### src/rtl/gkps_pkg.sv
// ----------------------------------------------------------------------------
// gkps_pkg
// Shared types and constants for the gapped k-mer position scorer.
// ----------------------------------------------------------------------------
package gkps_pkg;

    // default structure parameters
    localparam int HALF_K_DEF   = 4;
    localparam int MAX_GAP_DEF  = 8;
    localparam int POS_BITS_DEF = 32;

    // field widths
    localparam int OP_W     = 2;
    localparam int IDX_W    = 20;
    localparam int TSCORE_W = 32;
    localparam int BASE_W   = 3;
    localparam int POS_W    = 32;
    localparam int SCORE_W  = 40;

    // stream word widths
    localparam int S_TDATA_W = 56;   // index, table score, base, pad
    localparam int M_TDATA_W = 72;   // position, score

    // configuration port
    localparam int CFG_ADDR_W = 1;
    localparam int CFG_DATA_W = 4;
    localparam logic [CFG_ADDR_W-1:0] CFG_GAP_MIN = 1'd0;
    localparam logic [CFG_ADDR_W-1:0] CFG_GAP_MAX = 1'd1;
    localparam logic [CFG_DATA_W-1:0] GAP_MIN_RST = 4'd0;
    localparam logic [CFG_DATA_W-1:0] GAP_MAX_RST = 4'd8;

    // op codes carried in tuser
    localparam logic [OP_W-1:0] OP_WRITE = 2'd0;
    localparam logic [OP_W-1:0] OP_BASE  = 2'd1;
    localparam logic [OP_W-1:0] OP_FLUSH = 2'd2;

    // base code used for empty history slots
    localparam logic [BASE_W-1:0] BASE_OTHER = 3'd4;

    // controller -> datapath
    typedef struct packed {
        logic tbl_write;   // table write from the input word
        logic clr_write;   // zero one table entry (post-reset sweep)
        logic base_shift;  // push base, bump count/fill, reload scan window
        logic pend_shift;  // shift pending sums toward slot 0
        logic scan_step;   // issue lookup for current gap, advance window
        logic step_clr;
        logic step_inc;
        logic emit_load;   // load output register from slot 0
        logic emit_last;
        logic seq_clear;   // drop all sequence state
    } gkps_cmd_t;

    // datapath -> controller
    typedef struct packed {
        logic clr_last;    // sweep at final table entry
        logic scan_last;   // current gap is the last one to scan
        logic emit_ok;     // enough bases seen for a per-base emit
        logic flush_elig;  // current flush slot holds a real position
        logic flush_done;  // flush walked through every slot
        logic out_free;    // output register can take a word
    } gkps_sts_t;

endpackage

### src/rtl/gkps_ctrl.sv
// ----------------------------------------------------------------------------
// gkps_ctrl
// Sequencer: table clear sweep, per-base gap scan, emit and flush walk.
// ----------------------------------------------------------------------------
module gkps_ctrl (
    input  logic                     aclk,
    input  logic                     aresetn,
    input  logic                     s_tvalid,
    output logic                     s_tready,
    input  logic [gkps_pkg::OP_W-1:0] s_op,
    input  gkps_pkg::gkps_sts_t      sts,
    output gkps_pkg::gkps_cmd_t      cmd
);

    typedef enum logic [2:0] {
        ST_CLR_MEM,
        ST_IDLE,
        ST_SCAN,
        ST_DRAIN,
        ST_EMIT,
        ST_FL_SHIFT,
        ST_FL_EMIT
    } state_t;

    state_t state_reg;
    state_t state_next;

    assign s_tready = (state_reg == ST_IDLE);

    always_comb begin
        cmd        = '0;
        state_next = state_reg;
        case (state_reg)
            ST_CLR_MEM: begin
                cmd.clr_write = 1'b1;
                if (sts.clr_last) begin
                    state_next = ST_IDLE;
                end
            end
            ST_IDLE: begin
                if (s_tvalid) begin
                    case (s_op)
                        gkps_pkg::OP_WRITE: begin
                            cmd.tbl_write = 1'b1;
                        end
                        gkps_pkg::OP_BASE: begin
                            cmd.base_shift = 1'b1;
                            cmd.pend_shift = 1'b1;
                            cmd.step_clr   = 1'b1;
                            state_next     = ST_SCAN;
                        end
                        gkps_pkg::OP_FLUSH: begin
                            cmd.step_clr = 1'b1;
                            state_next   = ST_FL_SHIFT;
                        end
                        default: begin
                            // unused op: dropped
                        end
                    endcase
                end
            end
            ST_SCAN: begin
                cmd.scan_step = 1'b1;
                cmd.step_inc  = 1'b1;
                if (sts.scan_last) begin
                    state_next = ST_DRAIN;
                end
            end
            ST_DRAIN: begin
                // last lookup lands in the pending sums this cycle
                cmd.step_clr = 1'b1;
                state_next   = ST_EMIT;
            end
            ST_EMIT: begin
                if (!sts.emit_ok) begin
                    state_next = ST_IDLE;
                end else if (sts.out_free) begin
                    cmd.emit_load = 1'b1;
                    state_next    = ST_IDLE;
                end
            end
            ST_FL_SHIFT: begin
                if (sts.flush_done) begin
                    cmd.seq_clear = 1'b1;
                    state_next    = ST_IDLE;
                end else begin
                    cmd.pend_shift = 1'b1;
                    cmd.step_inc   = 1'b1;
                    state_next     = ST_FL_EMIT;
                end
            end
            ST_FL_EMIT: begin
                if (!sts.flush_elig) begin
                    state_next = ST_FL_SHIFT;
                end else if (sts.out_free) begin
                    cmd.emit_load = 1'b1;
                    cmd.emit_last = sts.flush_done;
                    state_next    = ST_FL_SHIFT;
                end
            end
            default: begin
                state_next = ST_IDLE;
            end
        endcase
    end

    always_ff @(posedge aclk) begin
        if (!aresetn) begin
            state_reg <= ST_CLR_MEM;
        end else begin
            state_reg <= state_next;
        end
    end

endmodule

### config.mk
export PLATFORM = sky130hd
export DESIGN_NAME = gkps_ctrl
export DESIGN_NICKNAME = d
export VERILOG_FILES = /design/src/rtl/gkps_pkg.sv /design/src/rtl/gkps_ctrl.sv
export SDC_FILE = /design/constraint.sdc
export NUM_CORES = 1
export LEC_CHECK = 0
export BUFFER_PORTS_ARGS = -buffer_cell sky130_fd_sc_hd__buf_2
export CORE_AREA = 2 2 39 41
export CTS_CLUSTER_DIAMETER = 50
export DETAILED_ROUTE_END_ITERATION = 16
export DIE_AREA = 0 0 41 43
export HOLD_SLACK_MARGIN = 0.03
export MAX_ROUTING_LAYER = met4
export PLACE_DENSITY_LB_ADDON = 0.25
export SLEW_MARGIN = 20
export SYNTH_ARGS = -nofsm -noshare
export SYNTH_HDL_FRONTEND = slang
export SYNTH_SLANG_ARGS = --single-unit
### constraint.sdc
create_clock -name aclk -period 1.55 [get_ports aclk]
set_clock_uncertainty 0.2 [all_clocks]
set_input_delay 0.155 -clock aclk [delete_from_list [all_inputs] [get_ports aclk]]
set_output_delay 0.155 -clock aclk [all_outputs]
set_load 0.01 [all_outputs]
==> flow_summary.ini <==
[outcome]
status = finished with violations
violations = negative setup slack

[cts]
clockBufferDepth = 2
clockRootBuffer = clkbuf_4
cts_buffers = 3
clk_pin_slew_ns = 0.04
cts_tree = built
clock_sinks = 3
clk_latency_ns = 0.23
htree_levels = 1

[route]
drtPass1Iterations = 5
first_iter_violations = 12
ant_nets = 0
vias = 534
dr_wl_met3_um = 60
drc = 0
vias_per_cell = 4.94
wl_met1_um = 511
totalWireLength_um = 1190
routed.top_layer = met4
routedWlPerCell_um = 11.0
wl_met2_um = 612

[placement]
io_buffer_count = 21
place.gp.congestion = 0.757
place_inst = 97
hpwl_um = 840
dpl_cell_area_um2 = 578

[cells_and_area]
final_cells = 108
layout-drive-gt1-share_pct = 60.9
synthToLayoutAreaGrowth_pct = 86.3
nets = 107
largest_register_ff_count = 3
design_area_um2 = 734
antenna_cells = 0
layout_common_cells = 21 x buf_2, 12 x buf_4, 6 x nor2_1
mostFrequentLayoutCell = buf_2
final.fill_count = 141

[synth]
synth.ff_latch_count = 3
ys_seq_area_share_pct = 15.2
synth_cell_types = 26
synthCells = 53
ys_warn_count = 0
postSynthAreaPerCell_um2 = 7.44
synth_area_um2 = 394
syn_nets = 67

[sta]
setup-tns-final_ns = -0.0940
timing_hold_violations_final = 0
worst_pin_slew_ns = 0.250
setup_violations = 4
rsz0062_at_grt = yes
min_period_ns = 1.62
fin_ws_ns = -0.0743
max_clock_freq_mhz = 616
fin_crit_sh_pct = 105
timing.slew.headroom_pct = 83.3
maxSlewViolCount = 0

[setup_path]
crit_chain = mux2i_2 -> nor4b_2 -> or3b_1 -> a221oi_2
worstSetupPathType = reg -> reg
worstSetupEndpointType = flop
critPathRequiredTime_ns = 1.49
path_depth = 4
slowest_stage = or3b_1
critPathMaxStageDelay_ns = 0.39
critPathArrivalTime_ns = 1.56
reg2regPathDepth = 4
cp-start-kind = flop
path_delay_family = simple AND/OR/NAND/NOR gates
crit_path_max_fanout = 2
cp_num_buf_inv = 0

[power]
p_sw_mw = 0.246
peakVddDrop_mv = 0.467
clockPowerShare_pct = 20.6
power_mw = 0.669
seqPwrFrac_pct = 17.6
switching_share_pct = 36.7
power_density_nw_per_um2 = 911
internal-power_mw = 0.423
p_leak_nw = 0.368
p_comb_share_pct = 61.8

[global_route]
grt_max_degree = 11
grt_pass1_vias = 455
overflow = 0
antenna_found_initial = 0
grt_pass1_wl_um = 1840
track_usage_pct = 15.2

[floorplanning]
die_area_um2 = 1760
row_count = 14
die_h_um = 43
fp.coreArea_um2 = 1380
start_util_pct = 28.5
die_x_um = 41
io_pins = 22

[worst_hold_path]
hold_path.class = in -> reg
whs_path_depth = 4

[job]
drv_cap = 0
[Yosys cell counts (all sizes together)]
master	n	area share [%]
a211oi	1	1.9
a21oi	5	6.3
a221oi	1	3.8
and3	3	4.8
buf	2	4.8
clkbuf	1	0.95
dfxtp	3	15
ha	3	9.5
inv	4	3.8
mux2i	2	5.1
nand2	2	2.5
nand2b	2	3.2
nand3	1	1.3
nand3b	3	5.7
nand4	1	1.6
nor2	6	5.7
nor2b	3	4.8
nor3	2	2.5
nor3b	1	4.8
nor4b	1	2.2
o21ai	3	3.8
o22ai	1	1.6
or2b	1	1.9
or3b	1	2.2
[metrics by stage]
stage	worst slack [ns]	util (%)	hold WS, ns
detailed placement	-0.0702	41.8	0.205
CTS	-0.0536	49.2	0.172
finish	-0.0743	53.1	0.180
global placement	-0.0589	41.8	0.200
global route	-0.135	53.1	0.187
floorplan	0.0393	-	0.100
[layout make-up]
cell class / count / area (µm²) / area share, %
multi-input combinational: 43 / 354 / 48.2
inverter: 4 / 15.0 / 2.04
tap: 16 / 20.0 / 2.73
timing repair buffer: 38 / 250 / 34.1
clock buffer: 4 / 26.3 / 3.58
sequential: 3 / 68.8 / 9.37
[routing by layer]
metal | vias up | GRT usage [%]
met5 | - | -
met4 | 0 | 2.00
met3 | 2 | 4.71
met2 | 19 | 24.1
met1 | 248 | 18.8
li1 | 265 | -
[worst paths after layout]
check / from / end / slack, ns
worst max-delay path: state_reg[1] / state_reg[1] / -0.07
worst min-delay path: sts[4] / state_reg[1] / 0.18
worst max register to register: state_reg[1] / state_reg[1] / -0.07
worst min register to register: state_reg[2] / state_reg[2] / 0.52
[kinds of logic (layout without fill, tap and decap cells)]
group | count (synthesis) | after routing | synth area share [%]
mux | 2 | 2 | 5.08
compound gates | 11 | 11 | 17.5
fa+ha+maj | 3 | 3 | 9.52
simple gates | 27 | 27 | 43.2
flops | 3 | 3 | 15.2
buf+inv | 7 | 46 | 9.52
[repair_timing]
item / CTS / global route
endpoints found under the hold margin: 3 / 0
pin swaps: 3 / 6
hold buffers: 1 / 0
gates resized for setup: 9 / 14
buffers inserted: 6 / 2
endpoints found under the setup margin: 10 / 12
gates cloned: 0 / 0
[power by group through the flow]
stage | clock network (mW) | logic, mW | registers [mW]
2_1_floorplan | 0 | 0.205 | 0.102
3_3_place_gp | 0 | 0.296 | 0.115
3_5_place_dp | 0 | 0.299 | 0.114
4_1_cts | 0.143 | 0.356 | 0.119
5_1_grt | 0.158 | 0.450 | 0.120
6_report | 0.138 | 0.413 | 0.118
[tightest hold or removal path, stage by stage]
cell	delay (ns)
buf_2	0.08
mux2i_1	0.05
a21oi_1	0.20
a221oi_2	0.08
Power figures use the tool's default switching activity.
